## config.mk

```make
export PLATFORM = sky130hd
export DESIGN_NAME = box_non_max_suppression
export DESIGN_NICKNAME = d
export VERILOG_FILES = /design/src/hdl/bnms_pkg.sv /design/src/hdl/bnms_ctrl.sv /design/src/hdl/bnms_datapath.sv /design/src/hdl/box_non_max_suppression.sv
export VERILOG_INCLUDE_DIRS = /design/src /design/src/hdl
export SDC_FILE = /design/constraint.sdc
export NUM_CORES = 2
export LEC_CHECK = 0
export BUFFER_PORTS_ARGS = -buffer_cell sky130_fd_sc_hd__clkbuf_2
export CAP_MARGIN = 20
export CORE_MARGIN = 4
export CORE_UTILIZATION = 35
export CTS_BUF_LIST = sky130_fd_sc_hd__clkbuf_2
export CTS_CLUSTER_SIZE = 25
export DETAILED_ROUTE_END_ITERATION = 8
export GPL_ROUTABILITY_DRIVEN = 0
export PLACE_DENSITY = 0.6
export SETUP_SLACK_MARGIN = 0.3
export SYNTH_ARGS = -nofsm -noshare
export SYNTH_HDL_FRONTEND = slang
export SYNTH_SLANG_ARGS = --single-unit
```

## constraint.sdc

```tcl
create_clock -name clk_i -period 8.6 [get_ports clk_i]
set_input_delay 2.15 -clock clk_i [delete_from_list [all_inputs] [get_ports clk_i]]
set_output_delay 2.15 -clock clk_i [all_outputs]
set_load 0.02 [all_outputs]
```

## src/hdl/assert_macros.svh

```systemverilog
// Assertion helpers used by box_non_max_suppression.
`ifndef ASSERT_MACROS_SVH
`define ASSERT_MACROS_SVH

// Same-cycle implication, checked on the rising clock edge outside reset.
`define ASSERT_IMPLY(lbl, clk, rst_n, ante, cons) \
  lbl: assert property (@(posedge clk) disable iff (!rst_n) (ante) |-> (cons)) \
    else $error("assertion failed");

// Next-cycle implication, checked on the rising clock edge outside reset.
`define ASSERT_NEXT(lbl, clk, rst_n, ante, cons) \
  lbl: assert property (@(posedge clk) disable iff (!rst_n) (ante) |=> (cons)) \
    else $error("assertion failed");

`endif

```

## src/hdl/bnms_pkg.sv

```systemverilog
package bnms_pkg;

  localparam int unsigned COORD_BITS = 12;
  localparam int unsigned MAX_BOXES  = 64;
  localparam int unsigned CFG_W      = 8;

  // Configuration register indexes.
  localparam logic REG_OVERLAP_NUM = 1'b0;
  localparam logic REG_OVERLAP_DEN = 1'b1;

  localparam logic [CFG_W-1:0] OVERLAP_NUM_RST = 8'd1;
  localparam logic [CFG_W-1:0] OVERLAP_DEN_RST = 8'd5;

  typedef struct packed {
    logic [COORD_BITS-1:0] x;
    logic [COORD_BITS-1:0] y;
    logic [COORD_BITS-1:0] w;
    logic [COORD_BITS-1:0] h;
  } box_t;

  typedef struct packed {
    logic [COORD_BITS-1:0] box_x;
    logic [COORD_BITS-1:0] box_y;
    logic [COORD_BITS-1:0] box_width;
    logic [COORD_BITS-1:0] box_height;
    logic                  last_box;
  } in_item_t;

  typedef struct packed {
    logic [COORD_BITS-1:0] kept_x;
    logic [COORD_BITS-1:0] kept_y;
    logic [COORD_BITS-1:0] kept_width;
    logic [COORD_BITS-1:0] kept_height;
    logic                  last_kept;
    logic                  overflowed;
  } out_item_t;

  typedef struct packed {
    logic load;
    logic scan_pick;
    logic scan_supp;
    logic kill_best;
    logic emit;
    logic clear;
  } cmd_t;

  typedef struct packed {
    logic scan_done;
    logic out_free;
    logic alive_none;
  } status_t;

endpackage

```

## src/hdl/bnms_ctrl.sv

```systemverilog
module bnms_ctrl (
  input  logic               clk_i,
  input  logic               rst_ni,
  input  logic               in_valid_i,
  input  logic               in_last_i,
  output logic               in_ready_o,
  input  bnms_pkg::status_t  status_i,
  output bnms_pkg::cmd_t     cmd_o
);

  typedef enum logic [3:0] {
    ST_LOAD = 4'b0001,
    ST_PICK = 4'b0010,
    ST_SUPP = 4'b0100,
    ST_EMIT = 4'b1000
  } state_e;

  state_e state_q, state_d;

  assign in_ready_o = (state_q == ST_LOAD);

  always_comb begin
    state_d = state_q;
    cmd_o   = '0;
    case (state_q)
      ST_LOAD: begin
        if (in_valid_i) begin
          cmd_o.load = 1'b1;
          if (in_last_i) begin
            cmd_o.scan_pick = 1'b1;
            state_d         = ST_PICK;
          end
        end
      end
      ST_PICK: begin
        if (status_i.scan_done) begin
          cmd_o.kill_best = 1'b1;
          cmd_o.scan_supp = 1'b1;
          state_d         = ST_SUPP;
        end
      end
      ST_SUPP: begin
        if (status_i.scan_done) begin
          state_d = ST_EMIT;
        end
      end
      ST_EMIT: begin
        if (status_i.out_free) begin
          cmd_o.emit = 1'b1;
          if (status_i.alive_none) begin
            cmd_o.clear = 1'b1;
            state_d     = ST_LOAD;
          end else begin
            cmd_o.scan_pick = 1'b1;
            state_d         = ST_PICK;
          end
        end
      end
      default: begin
        state_d = ST_LOAD;
      end
    endcase
  end

  always_ff @(posedge clk_i or negedge rst_ni) begin
    if (!rst_ni) begin
      state_q <= ST_LOAD;
    end else begin
      state_q <= state_d;
    end
  end

endmodule

```

## src/hdl/bnms_datapath.sv

```systemverilog
module bnms_datapath #(
  parameter int unsigned MAX_BOXES = bnms_pkg::MAX_BOXES
) (
  input  logic                          clk_i,
  input  logic                          rst_ni,
  input  logic                          cfg_we_i,
  input  logic                          cfg_idx_i,
  input  logic [bnms_pkg::CFG_W-1:0]    cfg_data_i,
  input  bnms_pkg::in_item_t            in_data_i,
  input  logic                          out_ready_i,
  output logic                          out_valid_o,
  output bnms_pkg::out_item_t           out_data_o,
  input  bnms_pkg::cmd_t                cmd_i,
  output bnms_pkg::status_t             status_o
);

  localparam int unsigned CW   = bnms_pkg::COORD_BITS;
  localparam int unsigned KW   = bnms_pkg::CFG_W;
  localparam int unsigned IdxW = $clog2(MAX_BOXES);
  localparam int unsigned CntW = $clog2(MAX_BOXES + 1);

  // Configuration.
  logic [KW-1:0] num_q, den_q;

  always_ff @(posedge clk_i or negedge rst_ni) begin
    if (!rst_ni) begin
      num_q <= bnms_pkg::OVERLAP_NUM_RST;
      den_q <= bnms_pkg::OVERLAP_DEN_RST;
    end else if (cfg_we_i) begin
      if (cfg_idx_i == bnms_pkg::REG_OVERLAP_NUM) begin
        num_q <= cfg_data_i;
      end else begin
        den_q <= cfg_data_i;
      end
    end
  end

  // Box memory.
  bnms_pkg::box_t mem_q [MAX_BOXES];
  bnms_pkg::box_t rd_box_q;
  bnms_pkg::box_t wr_box;

  logic [CntW-1:0]      count_q;
  logic                 ovf_q;
  logic [MAX_BOXES-1:0] alive_q;
  logic                 store_ok;

  assign store_ok = (count_q < CntW'(MAX_BOXES));
  assign wr_box   = '{x: in_data_i.box_x, y: in_data_i.box_y,
                      w: in_data_i.box_width, h: in_data_i.box_height};

  // Scan address generator.
  logic            scan_q, supp_mode_q;
  logic [CntW-1:0] addr_q;
  logic            issue;
  logic            rd_vld_q;
  logic [IdxW-1:0] rd_idx_q;

  assign issue = scan_q && (addr_q < count_q);

  always_ff @(posedge clk_i) begin
    if (cmd_i.load && store_ok) begin
      mem_q[count_q[IdxW-1:0]] <= wr_box;
    end
    if (issue) begin
      rd_box_q <= mem_q[addr_q[IdxW-1:0]];
    end
    rd_idx_q <= addr_q[IdxW-1:0];
  end

  always_ff @(posedge clk_i or negedge rst_ni) begin
    if (!rst_ni) begin
      scan_q      <= 1'b0;
      supp_mode_q <= 1'b0;
      addr_q      <= '0;
      rd_vld_q    <= 1'b0;
    end else begin
      rd_vld_q <= issue;
      if (cmd_i.scan_pick || cmd_i.scan_supp) begin
        scan_q      <= 1'b1;
        supp_mode_q <= cmd_i.scan_supp;
        addr_q      <= '0;
      end else if (issue) begin
        addr_q <= addr_q + CntW'(1);
      end else begin
        scan_q <= 1'b0;
      end
    end
  end

  // Pick: largest bottom edge, later entry wins a tie.
  logic            found_q;
  logic [IdxW-1:0] best_idx_q;
  bnms_pkg::box_t  best_box_q;
  logic [CW:0]     best_bot_q;
  logic [CW:0]     rd_bot;
  logic            pick_take;

  assign rd_bot    = {1'b0, rd_box_q.y} + {1'b0, rd_box_q.h};
  assign pick_take = rd_vld_q && !supp_mode_q && alive_q[rd_idx_q] &&
                     (!found_q || (rd_bot >= best_bot_q));

  always_ff @(posedge clk_i or negedge rst_ni) begin
    if (!rst_ni) begin
      found_q <= 1'b0;
    end else if (cmd_i.scan_pick) begin
      found_q <= 1'b0;
    end else if (pick_take) begin
      found_q <= 1'b1;
    end
  end

  always_ff @(posedge clk_i) begin
    if (pick_take) begin
      best_idx_q <= rd_idx_q;
      best_box_q <= rd_box_q;
      best_bot_q <= rd_bot;
    end
  end

  // Suppression pipeline: overlap extents, then products, then the compare.
  logic [CW:0]     px2, qx2, py2, qy2, xx2, yy2;
  logic [CW-1:0]   xx1, yy1;
  logic [CW+1:0]   xe, ye, xs, ys, w_full, h_full;
  logic [CW:0]     ov_w, ov_h;

  assign px2  = {1'b0, best_box_q.x} + {1'b0, best_box_q.w};
  assign qx2  = {1'b0, rd_box_q.x} + {1'b0, rd_box_q.w};
  assign py2  = {1'b0, best_box_q.y} + {1'b0, best_box_q.h};
  assign qy2  = {1'b0, rd_box_q.y} + {1'b0, rd_box_q.h};
  assign xx2  = (px2 < qx2) ? px2 : qx2;
  assign yy2  = (py2 < qy2) ? py2 : qy2;
  assign xx1  = (best_box_q.x > rd_box_q.x) ? best_box_q.x : rd_box_q.x;
  assign yy1  = (best_box_q.y > rd_box_q.y) ? best_box_q.y : rd_box_q.y;
  assign xe   = {1'b0, xx2} + (CW+2)'(1);
  assign ye   = {1'b0, yy2} + (CW+2)'(1);
  assign xs   = {2'b00, xx1};
  assign ys   = {2'b00, yy1};
  assign w_full = xe - xs;
  assign h_full = ye - ys;
  assign ov_w = (xe > xs) ? w_full[CW:0] : '0;
  assign ov_h = (ye > ys) ? h_full[CW:0] : '0;

  logic              s1_vld_q, s2_vld_q;
  logic [IdxW-1:0]   s1_idx_q, s2_idx_q;
  logic [CW:0]       s1_w_q, s1_h_q;
  logic [2*CW-1:0]   s1_area_q;
  logic [2*CW+1:0]   s2_wh_q;
  logic [2*CW+KW-1:0] s2_rhs_q;
  logic [2*CW+KW+1:0] lhs;
  logic              hit;

  assign lhs = s2_wh_q * den_q;
  assign hit = s2_vld_q && (lhs > {2'b00, s2_rhs_q});

  always_ff @(posedge clk_i) begin
    s1_idx_q  <= rd_idx_q;
    s1_w_q    <= ov_w;
    s1_h_q    <= ov_h;
    s1_area_q <= rd_box_q.w * rd_box_q.h;
    s2_idx_q  <= s1_idx_q;
    s2_wh_q   <= s1_w_q * s1_h_q;
    s2_rhs_q  <= num_q * s1_area_q;
  end

  always_ff @(posedge clk_i or negedge rst_ni) begin
    if (!rst_ni) begin
      s1_vld_q <= 1'b0;
      s2_vld_q <= 1'b0;
    end else begin
      s1_vld_q <= rd_vld_q && supp_mode_q;
      s2_vld_q <= s1_vld_q;
    end
  end

  // Set bookkeeping.
  always_ff @(posedge clk_i or negedge rst_ni) begin
    if (!rst_ni) begin
      count_q <= '0;
      ovf_q   <= 1'b0;
      alive_q <= '0;
    end else if (cmd_i.clear) begin
      count_q <= '0;
      ovf_q   <= 1'b0;
      alive_q <= '0;
    end else begin
      if (cmd_i.load) begin
        if (store_ok) begin
          alive_q[count_q[IdxW-1:0]] <= 1'b1;
          count_q <= count_q + CntW'(1);
        end else begin
          ovf_q <= 1'b1;
        end
      end
      if (cmd_i.kill_best) begin
        alive_q[best_idx_q] <= 1'b0;
      end
      if (hit) begin
        alive_q[s2_idx_q] <= 1'b0;
      end
    end
  end

  // Output register.
  logic                out_vld_q;
  bnms_pkg::out_item_t out_q;

  always_ff @(posedge clk_i or negedge rst_ni) begin
    if (!rst_ni) begin
      out_vld_q <= 1'b0;
    end else if (cmd_i.emit) begin
      out_vld_q <= 1'b1;
    end else if (out_ready_i) begin
      out_vld_q <= 1'b0;
    end
  end

  always_ff @(posedge clk_i) begin
    if (cmd_i.emit) begin
      out_q <= '{kept_x: best_box_q.x, kept_y: best_box_q.y,
                 kept_width: best_box_q.w, kept_height: best_box_q.h,
                 last_kept: ~|alive_q, overflowed: ovf_q};
    end
  end

  assign out_valid_o = out_vld_q;
  assign out_data_o  = out_q;

  assign status_o.scan_done  = !scan_q && !rd_vld_q && !s1_vld_q && !s2_vld_q;
  assign status_o.out_free   = !out_vld_q || out_ready_i;
  assign status_o.alive_none = ~|alive_q;

endmodule

```

## src/hdl/box_non_max_suppression.sv

```systemverilog
// Loading takes one box per cycle while in_ready_o is high; the item with last_box set
// starts suppression. Each kept box takes a pick scan over the stored boxes, then a
// suppression scan over them, then a hand-off of the item to the output register once
// that register is free. The next set loads only after the final result of the set
// has been handed over. Reset (rst_ni low, asynchronous) empties the set, drops any
// pending result and restores overlap_num to 1 and overlap_den to 5.
`include "assert_macros.svh"

module box_non_max_suppression #(
  parameter int unsigned MAX_BOXES = bnms_pkg::MAX_BOXES
) (
  input  logic                       clk_i,
  input  logic                       rst_ni,
  input  logic                       cfg_we_i,
  input  logic                       cfg_idx_i,
  input  logic [bnms_pkg::CFG_W-1:0] cfg_data_i,
  input  logic                       in_valid_i,
  output logic                       in_ready_o,
  input  bnms_pkg::in_item_t         in_data_i,
  output logic                       out_valid_o,
  input  logic                       out_ready_i,
  output bnms_pkg::out_item_t        out_data_o
);

  bnms_pkg::cmd_t    cmd;
  bnms_pkg::status_t status;

  bnms_ctrl u_ctrl (
    .clk_i      (clk_i),
    .rst_ni     (rst_ni),
    .in_valid_i (in_valid_i),
    .in_last_i  (in_data_i.last_box),
    .in_ready_o (in_ready_o),
    .status_i   (status),
    .cmd_o      (cmd)
  );

  bnms_datapath #(
    .MAX_BOXES (MAX_BOXES)
  ) u_datapath (
    .clk_i       (clk_i),
    .rst_ni      (rst_ni),
    .cfg_we_i    (cfg_we_i),
    .cfg_idx_i   (cfg_idx_i),
    .cfg_data_i  (cfg_data_i),
    .in_data_i   (in_data_i),
    .out_ready_i (out_ready_i),
    .out_valid_o (out_valid_o),
    .out_data_o  (out_data_o),
    .cmd_i       (cmd),
    .status_o    (status)
  );

  // A new result never overwrites one still waiting.
  `ASSERT_IMPLY(a_emit_free, clk_i, rst_ni, cmd.emit, status.out_free)
  // The last box of a set stops loading until suppression ends.
  `ASSERT_NEXT(a_last_stops, clk_i, rst_ni,
               in_valid_i && in_ready_o && in_data_i.last_box, !in_ready_o)
  // A set is cleared only together with its final result.
  `ASSERT_IMPLY(a_clear_last, clk_i, rst_ni, cmd.clear, cmd.emit && status.alive_none)

endmodule

```

## After elaboration in Yosys (flattened, before gate mapping)

Memory sizes are Yosys's and may differ from the RTL's. A register that Yosys moved wholly into a read port is not among the register bits.
Cells that the tools add are included.

- Add/sub/neg operators: 10
- Multiply operators: 4
- Magnitude comparators: 17
- Equality and inequality tests: 11
- Multiplexer cells: 53
- Bitwise logic cells: 6
- Reductions and logical operators: 35

Operators by type and width:

| kind | count |
|---|---|
| $mux 64 | 7 |
| $and 64x64->64 | 2 |
| $not 64->64 | 2 |
| $or 64x64->64 | 1 |
| $reduce_or 64->1 | 1 |
| $add 12x12->13 | 4 |
| $mux 7 | 5 |
| $gt 34x32->1 | 1 |
| $mul 26x8->34 | 1 |
| $mul 8x24->32 | 1 |
| $add 13x1->14 const B | 2 |
| $gt 14x12->1 | 2 |
| $lt 6x7->1 const B | 4 |
| $lt 13x13->1 | 2 |
| $mul 13x13->26 | 1 |
| $mux 13 | 2 |
| $sub 13x12->13 | 2 |
| $gt 12x12->1 | 2 |
| $mul 12x12->24 | 1 |
| $mux 12 | 2 |
| $mux 1 | 20 |
| $mux 4 | 5 |
| $demux 1 s6 | 3 |
| $ge 6x1->1 const B | 3 |
| other kinds (21) | 60 |

- Register bits after elaboration: 349
- Memory bits (writable): 3072
- Input port bits: 63
- Logic and storage cells: 171
- Memories kept: 1

Memory list:

| name | words | width | read ports | clocked after Yosys merged registers in | wr ports | line | text |
|---|---|---|---|---|---|---|---|
| u_datapath.mem_q | 64 | 48 | 1 | 1 | 1 | bnms_datapath.sv:39 | `bnms_pkg::box_t mem_q [MAX_BOXES];` |

## Logic depth before layout (Yosys ltp)

- Word-level depth: 14
- Depth in mapped cells: 34
- Depth with buffers taken out: 30

## By module

A second synthesis with hierarchy kept.

- Cells, all modules: 8728
- Area, all modules: 158200.5 µm²

By module, submodules not included:

| module | times used | cells an instance | area an instance (µm²) | sequential area each (µm²) |
|---|---|---|---|---|
| bnms_datapath | 1 | 8690 | 157871.4 | 102281.8 |
| bnms_ctrl | 1 | 38 | 329.1 | 101.3 |

## Worst setup path after synthesis

OpenSTA, ideal clock, no wires.

- Path type: input to register
- From: in in_valid_i
- To: reg u_datapath.alive_q[47]
- Setup time: 0.093 ns
- Data arrival time: 7.127 ns
- Slack: 1.379 ns
- Stages: 8
- Path buffers: 2
- Cells stage by stage: and3_1 clkbuf_1 and4_1 clkbuf_1 nand2_1 nor3_1 o22ai_1 a31oi_4

- Cells in the longest elaborated chain, start to end: 10

Ends and longest elaborated chain:

| element | line | text |
|---|---|---|
| from (decl) | box_non_max_suppression.sv:17 | `input logic in_valid_i,` |
| $mux 2 * | bnms_ctrl.sv:27 | `if (in_valid_i) begin` |
| $mux 1 * | bnms_ctrl.sv:25 | `case (state_q)` |
| $mux 64 * | bnms_datapath.sv:187 | `if (cmd_i.load) begin` |
| $mux 64 * | bnms_datapath.sv:182 | `end else if (cmd_i.clear) begin` |
| $and 64x64->64 (no source line) | - |  |
| $mux 64 * | bnms_datapath.sv:195 | `if (cmd_i.kill_best) begin` |
| $mux 64 * | bnms_datapath.sv:182 |  |
| $and 64x64->64 (no source line) | - |  |
| $mux 64 * | bnms_datapath.sv:198 | `if (hit) begin` |
| $mux 64 * | bnms_datapath.sv:182 |  |
| to (signal assigned) | bnms_datapath.sv:181 | `alive_q <= '0;` |
| to (signal assigned) | bnms_datapath.sv:185 | `alive_q <= '0;` |
| to (signal, indexed assignment) | bnms_datapath.sv:199 | `alive_q[s2_idx_q] <= 1'b0;` |
| to (decl) | bnms_datapath.sv:45 | `logic [MAX_BOXES-1:0] alive_q;` |

Mark *: on every way between the ends. The rest lies on a longest branch, timed or not. The select of a mux whose other input is x is not followed.
A chain may end at the register's enable or synchronous reset.

## Final worst setup path

- From: reg u_datapath.rd_box_q[0] (netlist name)
- To: reg u_datapath.s1_h_q[3]

- Cells in the longest elaborated chain, start to end: 5
- Elaborated cells between the ends (all ways): 6
- Classes of those cells: add/sub: 3; order compare: 2; mux: 1

Ends and longest elaborated chain:

| element | line | text |
|---|---|---|
| $add 12x12->13 * | bnms_datapath.sv:130 | `assign qy2 = {1'b0, rd_box_q.y} + {1'b0, rd_box_q.h};` |
| via u_datapath.qy2[10] | bnms_datapath.sv:122 | `logic [CW:0] px2, qx2, py2, qy2, xx2, yy2;` |
| $lt 13x13->1 | bnms_datapath.sv:132 | `assign yy2 = (py2 < qy2) ? py2 : qy2;` |
| $mux 13 * | bnms_datapath.sv:132 |  |
| $add 13x1->14 * | bnms_datapath.sv:136 | `assign ye = {1'b0, yy2} + (CW+2)'(1);` |
| $sub 13x12->13 or $gt 14x12->1 (tied branches) | bnms_datapath.sv:140, bnms_datapath.sv:142 |  |
| to (signal assigned) | bnms_datapath.sv:159 | `s1_h_q <= ov_h;` |
| to (decl) | bnms_datapath.sv:146 | `logic [CW:0] s1_w_q, s1_h_q;` |

Mark *: on every way through the listed nets, which the timed path passes. The rest lies on a longest branch.

==> impl_metrics.ini <==
[run_status]
status = finished clean

[layout]
fin_nets = 10534
multi_input_area_um2 = 53000
drive_gt1_share_pct = 27.7
ff_latch_area_um2 = 102000
syn2layout_area_growth_pct = 11.1
num-fill-cells = 41259

[timing]
worst_slew_margin_rel_pct = 20.4
fin_skew_ps = 266
fin_crit_ps = 7810
slew_viol_final = 0
finalSetupViolations = 0
post-route-period-util_pct = 90.8
max_freq_mhz = 128
finalSetupTns_ps = 0
worstMarginPinSlew_ps = 1190
final_hold_viol_count = 0
rsz0062_at_grt = false

[floorplanning]
io_pins = 115
fp.dieW_um = 681
die_h_um = 681
die_area_um2 = 464000
core-area_um2 = 452000
start_util_pct = 35.1
row_count = 247

[logic_synthesis]
synthArstFlopShare_pct = 3.06
syn_avg_cell_area_um2 = 18.1
synthDistinctLibCells = 91
synthCells = 8750
syn_area_um2 = 159000
ys_ff_latch = 3469
syn-num-nets = 9730
synth_edf_count = 3237
ys_warn_count = 0
seq_area_frac_synth_pct = 64.5
synth_ff_type = edfxtp_1

[critical_path]
cpMostUsedCell = ha_1
timing.rr.end = u_datapath.s1_h_q[3]$_SDFF_PP0_
path_class = flip-flop to flip-flop
worst_path_max_delay_cell = fa_1
cp.arrival_ps = 9700
reg2reg_from = u_datapath.rd_box_q[0]$_DFFE_PP_
path_max_fanout = 14
cp-start-kind = flip-flop
rrSetupSlack_ps = 790
max_stage_delay_ps = 410
worstPathRequired_ps = 10500
r2r_cells = 33
endpoint_kind = flip-flop

[clock_tree]
clockBufferDepth = 4
cts_max_level = 6
clock_latency_ps = 2210
cts_tree = done
cts_buffers = 827
clk_pin_slew_worst_paths_ps = 110
cts_root_buf = clkbuf_2
clkSinkCount = 3469

[detailed_routing]
viasPerCell = 5.44
dr.pass1.iters = 6
final_antenna_net_count = 0
vias = 87968
drt_iter0_drc = 9952
route.detailed.drc = 0
routedWlPerCell_um = 28.1
drt_wl_total_um = 455000

[run]
maxCapViolCount = 0

[hold_path]
min-delay-start = in_data_i[27]
min_path_type = input pin to flip-flop
holdPathEnd = u_datapath.mem_q[39][26]$_DFFE_PP_
whs_path_depth = 1

[grt]
grt.total_usage_pct = 19.3
grt-ovfl-total = 0
grt_max_degree = 140
grt_pass1_vias = 90931
grt_pass1_wl_um = 648000
antenna_found_initial = 39

[placement]
io_buffers = 114
dp_hpwl_um = 258000
## cell families after synthesis
group	Yosys count	synth area share [%]
AOI/OAI and AO/OA	649	3.00
xor gates and xnor gates	175	0.966
adders and majority gates	917	9.61
buffers and inverters	1007	2.44
DFF	3469	64.5
muxes	1080	14.9
and+or+nand+nor	1453	4.55
## routing by layer
layer	vias up	part of all wire (%)	track usage, %
met5	-	0.041	0
met4	34	3.1	6.10
met3	791	8.4	3.56
met2	4305	49	31.9
met1	46671	40	25.9
li1	36167	-	-
## worst max path at each step
stage               slack (ps)  cells past startpoint                                start                          endpoint
floorplan                 1380                      8                           in_valid_i  u_datapath.alive_q[47]$_DFF_PN0_
global placement           840                     27      u_datapath.den_q[2]$_DFFE_PN1P_  u_datapath.alive_q[63]$_DFF_PN0_
detailed placement         670                     27    u_datapath.rd_box_q[13]$_DFFE_PP_   u_datapath.s1_w_q[5]$_SDFF_PP0_
CTS                        510                     27    u_datapath.rd_box_q[13]$_DFFE_PP_   u_datapath.s1_w_q[5]$_SDFF_PP0_
global route               320                     32  u_datapath.best_box_q[24]$_DFFE_PP_   u_datapath.s1_h_q[3]$_SDFF_PP0_
finish                     790                     33     u_datapath.rd_box_q[0]$_DFFE_PP_   u_datapath.s1_h_q[3]$_SDFF_PP0_
## cell usage after synthesis (102+ instances only)
library cell / count / area, um2
mux4_2: 1029 / 23200
xnor2_1: 133 / 1160
fa_1: 503 / 10100
edfxtp_1: 3237 / 97200
dfxtp_1: 126 / 2520
a21oi_1: 174 / 871
dfrtp_1: 102 / 2550
ha_1: 414 / 5180
clkbuf_1: 290 / 1090
inv_1: 628 / 2360
and2_1: 356 / 2230
nand2_1: 492 / 1850
nor2_1: 224 / 841
## layout by cell type (no fill, tap or decap), drive strengths merged, types with 224 or more instances in the layout
| cell | count |
|---|---|
| mux4 | 1029 |
| inv | 652 |
| buf | 230 |
| nand2 | 492 |
| edfxtp | 3237 |
| ha | 414 |
| nor2 | 224 |
| clkbuf | 1301 |
| fa | 503 |
| and2 | 357 |
## registers in the layout, summed over array words and instances, names as in the netlist, 13 cells and up
register / flops
u_datapath.s1_area_q: 24
u_datapath.best_bot_q: 13
u_datapath.best_box_q: 48
u_datapath.s1_h_q: 13
u_datapath.out_data_o: 50
u_datapath.rd_box_q: 48
u_datapath.mem_q: 3072
u_datapath.s2_wh_q: 26
u_datapath.s1_w_q: 13
u_datapath.s2_rhs_q: 32
u_datapath.alive_q: 64
## per-stage QoR
stage               instance area, um2  worst slack [ps]  hold WS, ps  cells  utilization, %
floorplan                       159000              1380          310   8750               -
global placement                168000               841          310  14634            37.1
detailed placement              168000               669          312  14636            37.1
CTS                             175000               510          129  16097            38.8
global route                    176000               316         48.7  16155            39.0
finish                          176000               794          206  16162            39.0
## area by class of cell
type                            instances  share of cell area (%)
Clock buffer                         1187                    3.37
Clock inverter                        264                   0.853
Multi-Input combinational cell       4274                    30.1
Timing Repair Buffer                  354                    2.08
Tap cell                             5976                    4.24
Inverter                              628                    1.34
Antenna cell                           10                  0.0142
Sequential cell                      3469                    58.1
## critical path, delay by kind of cell, from the launching register on
| family | cells | cell delay [ps] |
|---|---|---|
| flip-flops | 1 | 370 |
| buffers and inverters | 4 | 690 |
| AO/OA/AOI/OAI | 12 | 2680 |
| adder cells (fa/ha/maj) | 5 | 1610 |
| AND/OR/NAND/NOR | 8 | 1370 |
| XOR/XNOR | 2 | 380 |
| multiplexers | 2 | 450 |
## repair_timing
action,4_1_cts,5_1_grt
setup buffers,0,3
gates resized for setup,0,11
endpoints found under the setup margin,0,14
endpoints found under the hold margin,74,0
hold buffers,10,0
Power is left out: the tool's default activity adds up to more than one toggle a clock period on the data nets, which glitch-free logic cannot reach.
